[config.mk]
export PLATFORM = sky130hd
export DESIGN_NAME = lge_ctrl
export DESIGN_NICKNAME = d
export VERILOG_FILES = /design/src/sv/lge_pkg.sv /design/src/sv/lge_ctrl.sv
export SDC_FILE = /design/constraint.sdc
export NUM_CORES = 1
export LEC_CHECK = 0
export BUFFER_PORTS_ARGS = -buffer_cell sky130_fd_sc_hd__buf_4
export CAP_MARGIN = 15
export CORE_UTILIZATION = 30
export DETAILED_ROUTE_END_ITERATION = 10
export PLACE_DENSITY = 0.5
export RECOVER_POWER = 100
export SYNTH_ARGS = -nofsm -noshare
export SYNTH_HDL_FRONTEND = slang
export SYNTH_SLANG_ARGS = --single-unit
[constraint.sdc]
create_clock -name i_clk -period 2.3 [get_ports i_clk]
set_clock_uncertainty 0.05 [all_clocks]
set_input_delay 0 -clock i_clk [delete_from_list [all_inputs] [get_ports i_clk]]
set_output_delay 0 -clock i_clk [all_outputs]
set_load 0.005 [all_outputs]
[src/sv/lge_pkg.sv]
// ----------------------------------------------------------------------------
// lge_pkg
// Shared types and constants of the life grid engine: pen command codes,
// register indexes, field widths and the controller/datapath interface.
// ----------------------------------------------------------------------------
package lge_pkg;

    // size limits of the grid
    localparam int LGE_MAX_COLUMNS = 64;
    localparam int LGE_MAX_ROWS    = 64;

    // field widths
    localparam int DIM_W        = 7;   // grid_width / grid_height registers
    localparam int GEN_W        = 16;  // generations register
    localparam int CMD_W        = 8;   // pen command byte
    localparam int ROW_NUM_W    = 6;   // row_number field, also row index in commands
    localparam int ROW_CELLS_W  = 64;  // row_cells field
    localparam int OUT_TDATA_W  = 72;  // row_number + row_cells, padded to bytes
    localparam int CFG_IDX_W    = 2;
    localparam int CFG_DATA_W   = 16;

    // reset values of the configuration registers
    localparam logic [DIM_W-1:0] GRID_DIM_RESET = DIM_W'(64);

    // configuration register indexes
    localparam logic [CFG_IDX_W-1:0] CFG_IDX_WIDTH  = 2'd0;
    localparam logic [CFG_IDX_W-1:0] CFG_IDX_HEIGHT = 2'd1;
    localparam logic [CFG_IDX_W-1:0] CFG_IDX_GENS   = 2'd2;

    // pen command bytes
    localparam logic [CMD_W-1:0] CMD_TOGGLE = 8'h78;  // x
    localparam logic [CMD_W-1:0] CMD_UP     = 8'h77;  // w
    localparam logic [CMD_W-1:0] CMD_LEFT   = 8'h61;  // a
    localparam logic [CMD_W-1:0] CMD_DOWN   = 8'h73;  // s
    localparam logic [CMD_W-1:0] CMD_RIGHT  = 8'h64;  // d

    // controller to datapath commands
    typedef struct packed {
        logic                 draw;        // apply the accepted pen command
        logic                 mark_wr;     // write back the marked pen row
        logic                 rd_en;       // sequencer read of the grid memory
        logic [ROW_NUM_W-1:0] rd_row;
        logic                 win_clear;   // clear the row window
        logic                 step;        // shift the row window
        logic                 dn_zero;     // row below lies outside the grid
        logic                 gen_wr;      // write a new generation row
        logic [ROW_NUM_W-1:0] wr_row;
        logic                 out_load;    // load the output register
        logic [ROW_NUM_W-1:0] out_row;
        logic                 out_final;
        logic                 grid_clear;  // kill all cells, reset the pen
    } t_lge_cmd;

    // datapath to controller status
    typedef struct packed {
        logic             mark_req;  // accepted command marks a cell
        logic             out_free;  // output register empty next cycle
        logic [DIM_W-1:0] eff_h;     // rows in use
        logic [GEN_W-1:0] gens;      // generations to run
    } t_lge_status;

endpackage

[src/sv/lge_ctrl.sv]
// ----------------------------------------------------------------------------
// lge_ctrl
// Sequencer of the life grid engine: takes drawing commands, sweeps the
// grid once per generation and reads the rows out for emission.
// ----------------------------------------------------------------------------
module lge_ctrl (
    input  logic                 i_clk,
    input  logic                 i_rst_n,
    input  logic                 i_in_valid,
    input  logic                 i_in_last,
    output logic                 o_in_ready,
    input  lge_pkg::t_lge_status i_status,
    output lge_pkg::t_lge_cmd    o_cmd
);
    import lge_pkg::*;

    typedef enum logic [2:0] {
        S_IDLE,
        S_MARK,
        S_GEN,
        S_EMIT_RD,
        S_EMIT_LD
    } t_state;

    t_state                r_state, n_state;
    logic                  r_last,  n_last;
    logic [DIM_W-1:0]      r_k,     n_k;
    logic [GEN_W-1:0]      r_gens,  n_gens;
    logic [ROW_NUM_W-1:0]  r_row,   n_row;

    logic                  accept;
    logic                  gen_end;
    logic                  emit_end;

    assign accept   = (r_state == S_IDLE) && i_in_valid;
    assign gen_end  = (r_k == i_status.eff_h + DIM_W'(1));
    assign emit_end = (DIM_W'(r_row) + DIM_W'(1) == i_status.eff_h);

    // next state and commands
    always_comb begin
        n_state = r_state;
        n_last  = r_last;
        n_k     = r_k;
        n_gens  = r_gens;
        n_row   = r_row;
        o_cmd   = '0;
        o_in_ready = 1'b0;

        case (r_state)
            S_IDLE: begin
                o_in_ready = 1'b1;
                if (accept) begin
                    o_cmd.draw = 1'b1;
                    n_last     = i_in_last;
                    if (i_status.mark_req) begin
                        n_state = S_MARK;
                    end else if (i_in_last) begin
                        n_k    = '0;
                        n_row  = '0;
                        n_gens = i_status.gens;
                        n_state = (i_status.gens != '0) ? S_GEN : S_EMIT_RD;
                    end
                end
            end
            S_MARK: begin
                o_cmd.mark_wr = 1'b1;
                if (r_last) begin
                    n_k    = '0;
                    n_row  = '0;
                    n_gens = i_status.gens;
                    n_state = (i_status.gens != '0) ? S_GEN : S_EMIT_RD;
                end else begin
                    n_state = S_IDLE;
                end
            end
            S_GEN: begin
                // read row k, update the window with row k-1, write new row k-2
                o_cmd.rd_en     = (r_k < i_status.eff_h);
                o_cmd.rd_row    = r_k[ROW_NUM_W-1:0];
                o_cmd.win_clear = (r_k == '0);
                o_cmd.step      = (r_k != '0);
                o_cmd.dn_zero   = (r_k > i_status.eff_h);
                o_cmd.gen_wr    = (r_k >= DIM_W'(2));
                o_cmd.wr_row    = ROW_NUM_W'(r_k - DIM_W'(2));
                if (gen_end) begin
                    n_k = '0;
                    if (r_gens == GEN_W'(1)) begin
                        n_state = S_EMIT_RD;
                    end
                    n_gens = r_gens - GEN_W'(1);
                end else begin
                    n_k = r_k + DIM_W'(1);
                end
            end
            S_EMIT_RD: begin
                if (i_status.out_free) begin
                    o_cmd.rd_en  = 1'b1;
                    o_cmd.rd_row = r_row;
                    n_state      = S_EMIT_LD;
                end
            end
            S_EMIT_LD: begin
                o_cmd.out_load  = 1'b1;
                o_cmd.out_row   = r_row;
                o_cmd.out_final = emit_end;
                if (emit_end) begin
                    o_cmd.grid_clear = 1'b1;
                    n_state = S_IDLE;
                end else begin
                    n_row   = r_row + ROW_NUM_W'(1);
                    n_state = S_EMIT_RD;
                end
            end
            default: begin
                n_state = S_IDLE;
            end
        endcase
    end

    // state and counters
    always_ff @(posedge i_clk) begin
        if (!i_rst_n) begin
            r_state <= S_IDLE;
            r_last  <= 1'b0;
            r_k     <= '0;
            r_gens  <= '0;
            r_row   <= '0;
        end else begin
            r_state <= n_state;
            r_last  <= n_last;
            r_k     <= n_k;
            r_gens  <= n_gens;
            r_row   <= n_row;
        end
    end

endmodule

==> impl_results.md <==
- Status: finished clean
- Top-count cell post-synth: nand2_1
- CTS tree: yes
- All-Layer GR Usage: about a fifth
- Via-per-instance ratio: ~5.3
- Root Buffer: clkbuf_8
- Setup crit start kind: flop
- Tightest Pin Transition: ~840 ps
- Diodes inserted: 0
- Post-CTS setup repair buffer count: 0
- F_max: between 0.4 and 0.5 GHz
- Max_cap viols: 0
- Die H: roughly 100 um
- Synth cell types: 57
- Largest net degree at the start of global routing: 27
- Most frequent cells after synthesis: nand2_1, nor2_1, dfxtp_1
- Die width: around 100 um
- Area growth, synth to finish: 35.84%
- Synth area leader: dfxtp_1
- RD Place Congestion: between 0.8 and 0.9
- Post-Syn Instances: slightly below 400
- Clk buf depth: 2
- Final instance area: approximately 3900 um2
- WS Path Type: flop to flop
- Starting Density: a little under a third
- Routed len/inst: between 15 and 20 um
- Avg Cell Area, Syn: 7.183 um2
- Final Max Tran Viols: 0
- Tmin final: 2213 ps
- IO Pins: 58
- Syn nets: 443
- Peak VDD IR: around 440 uV
- CORE AREA: about 9000 um2
- Share of the synthesized area in the top cell type: a little under a quarter
- Via Count: roughly 3200
- Critical Path RT: roughly 2500 ps
- H-tree Lvls: 2
- Leakage: between 1.5 and 2 nW
- Global-route wire length before repair: 15500 um
- Pre-Repair DR Iteration Count: 4
- Post-synth top flop: dfxtp_1
- Pwr Density: between 700 and 800 nW/um2
- Nets: 530
- Post-synth EDFFs: 0
- TritonCTS Sinks: 33
- Placed Area: about 3600 um2
- Arr. time, crit path: about 2400 ps
- Clk_lat worst skew: ~300 ps
- Register area share after synthesis: 23.11%
- FP Rows: 35
- Final hold vios: 0
- Tcrit/Tclk final: a little over nine tenths
- Area contributors post-synth: dfxtp_1, ha_1, nand2_1
- Routed Antenna Nets: 0
- FFs w/ async S/R, synth: 0%
- Initial antenna violation count: 0
- TNS Setup: 0 ps
- Vias in the first global route: approximately 3200
- Die area: 9924 um2
- Setup violators final: 0
- Global route overflow: 0
- Mapped Area: 2859 um2
- Cts bufs inserted: 5
- Yosys warns: 0
- 1st-iter DRT viols: between 100 and 150
- Nature of the critical path endpoint: flop
- Clock slew at reported path FFs: 80 ps
- FF+latch count, synth: 33
- Hold WC Path Type: input pin to flop
- WL final: 9366 um
- DRC Markers: 0
- Rel. slew slack: a little over two fifths
- IO buf count: 57
- Layout cells sized above 1: a little over a fifth
- Post-DP HPWL: approximately 7000 um
- Critical path fanouts, max: 4
## power breakdown
part	switching, W	internal, W	leakage (nW)
Combinational	0.000807	0.000577	1.28
Sequential	0.000101	0.000665	0.271
Clock	0.000245	0.000354	0.0585
## worst paths after layout
check / startpoint / to / slack, ps / cells after the start
worst min-delay path: i_status[23] / r_state[2]$_SDFFE_PN0P_ / 30 / 3
worst max-delay path: r_k[6]$_SDFFE_PN0P_ / r_state[0]$_SDFFE_PN0P_ / 90 / 6
worst min register to register: r_gens[13]$_SDFFE_PN0P_ / r_gens[13]$_SDFFE_PN0P_ / 430 / 2
worst max register to register: r_k[6]$_SDFFE_PN0P_ / r_state[0]$_SDFFE_PN0P_ / 90 / 6
## per-stage QoR
stage	hold WS [ps]	power, W	cells	util [%]	worst slack (ps)
finish	27.35	0.002749	615	42.03	86.98
global route	45.48	0.002947	615	42.03	-26.04
CTS	2.451	0.002750	615	41.61	7.090
detailed placement	221.7	0.002117	593	38.78	-5.686
global placement	210.6	0.002118	593	38.78	44.68
floorplan	77.47	0.001577	398	-	20.25
## area by class of cell
cell class              count  area (um2)
clock buffers               7       86.33
repair buffers            104       797.0
fillers                   970        5356
flip-flops and latches     33       666.9
well taps                 129       161.4
inverters                  16       60.06
multi-input cells         325        2082
clock inverters             1       30.03
## cell usage in the layout (no fill, tap or decap), types with 11 or more instances in the layout
| master | n |
|---|---|
| buf_4 | 73 |
| nand2_1 | 51 |
| nor2_1 | 38 |
| dfxtp_1 | 30 |
| a21oi_1 | 26 |
| nand3_1 | 22 |
| xnor2_1 | 17 |
| ha_1 | 15 |
| nor3_1 | 14 |
| inv_1 | 14 |
| nor4_1 | 14 |
| dlygate4sd3_1 | 14 |
| clkbuf_4 | 12 |
| and3_1 | 11 |
| o211ai_1 | 11 |
## timing repair
item                                    4_1_cts  5_1_grt
hold endpoints to repair                     15        0
hold buffers                                 14        0
endpoints found under the setup margin        1       23
pin swaps                                     0        5
resized for setup                             2       12
## cells by family after synthesis
logic type | share of synthesized area [%]
buffers and inverters | 6.039
AO/OA/AOI/OAI | 21.97
multiplexers | 1.050
XOR/XNOR | 8.184
adder cells (fa/ha/maj) | 7.002
AND/OR/NAND/NOR | 32.65
flip-flops | 23.11
## metal layers
| metal | wire (um) | up-vias | part of all wire, % | track usage, % |
|---|---|---|---|---|
| li1 | - | 1623 | - | - |
| met1 | 4465 | 1512 | 48 | 25.73 |
| met2 | 4400 | 88 | 47 | 33.07 |
| met3 | 363 | 11 | 3.9 | 2.811 |
| met4 | 136 | 0 | 1.5 | 6.787 |
| met5 | 0 | - | 0 | 0 |
## registers in the layout (all words and copies together) (netlist names)
| name | count |
|---|---|
| r_gens | 16 |
| r_k | 7 |
| r_row | 6 |
| r_state | 3 |
| r_last | 1 |
## worst max-delay path, stage by stage (launching register included)
cell	delay [ps]
dfxtp_4	370
xnor2_2	220
a21boi_1	220
a32oi_2	140
or3_4	390
or4_4	540
a211oi_2	210
(Power assumes the default switching activity.)
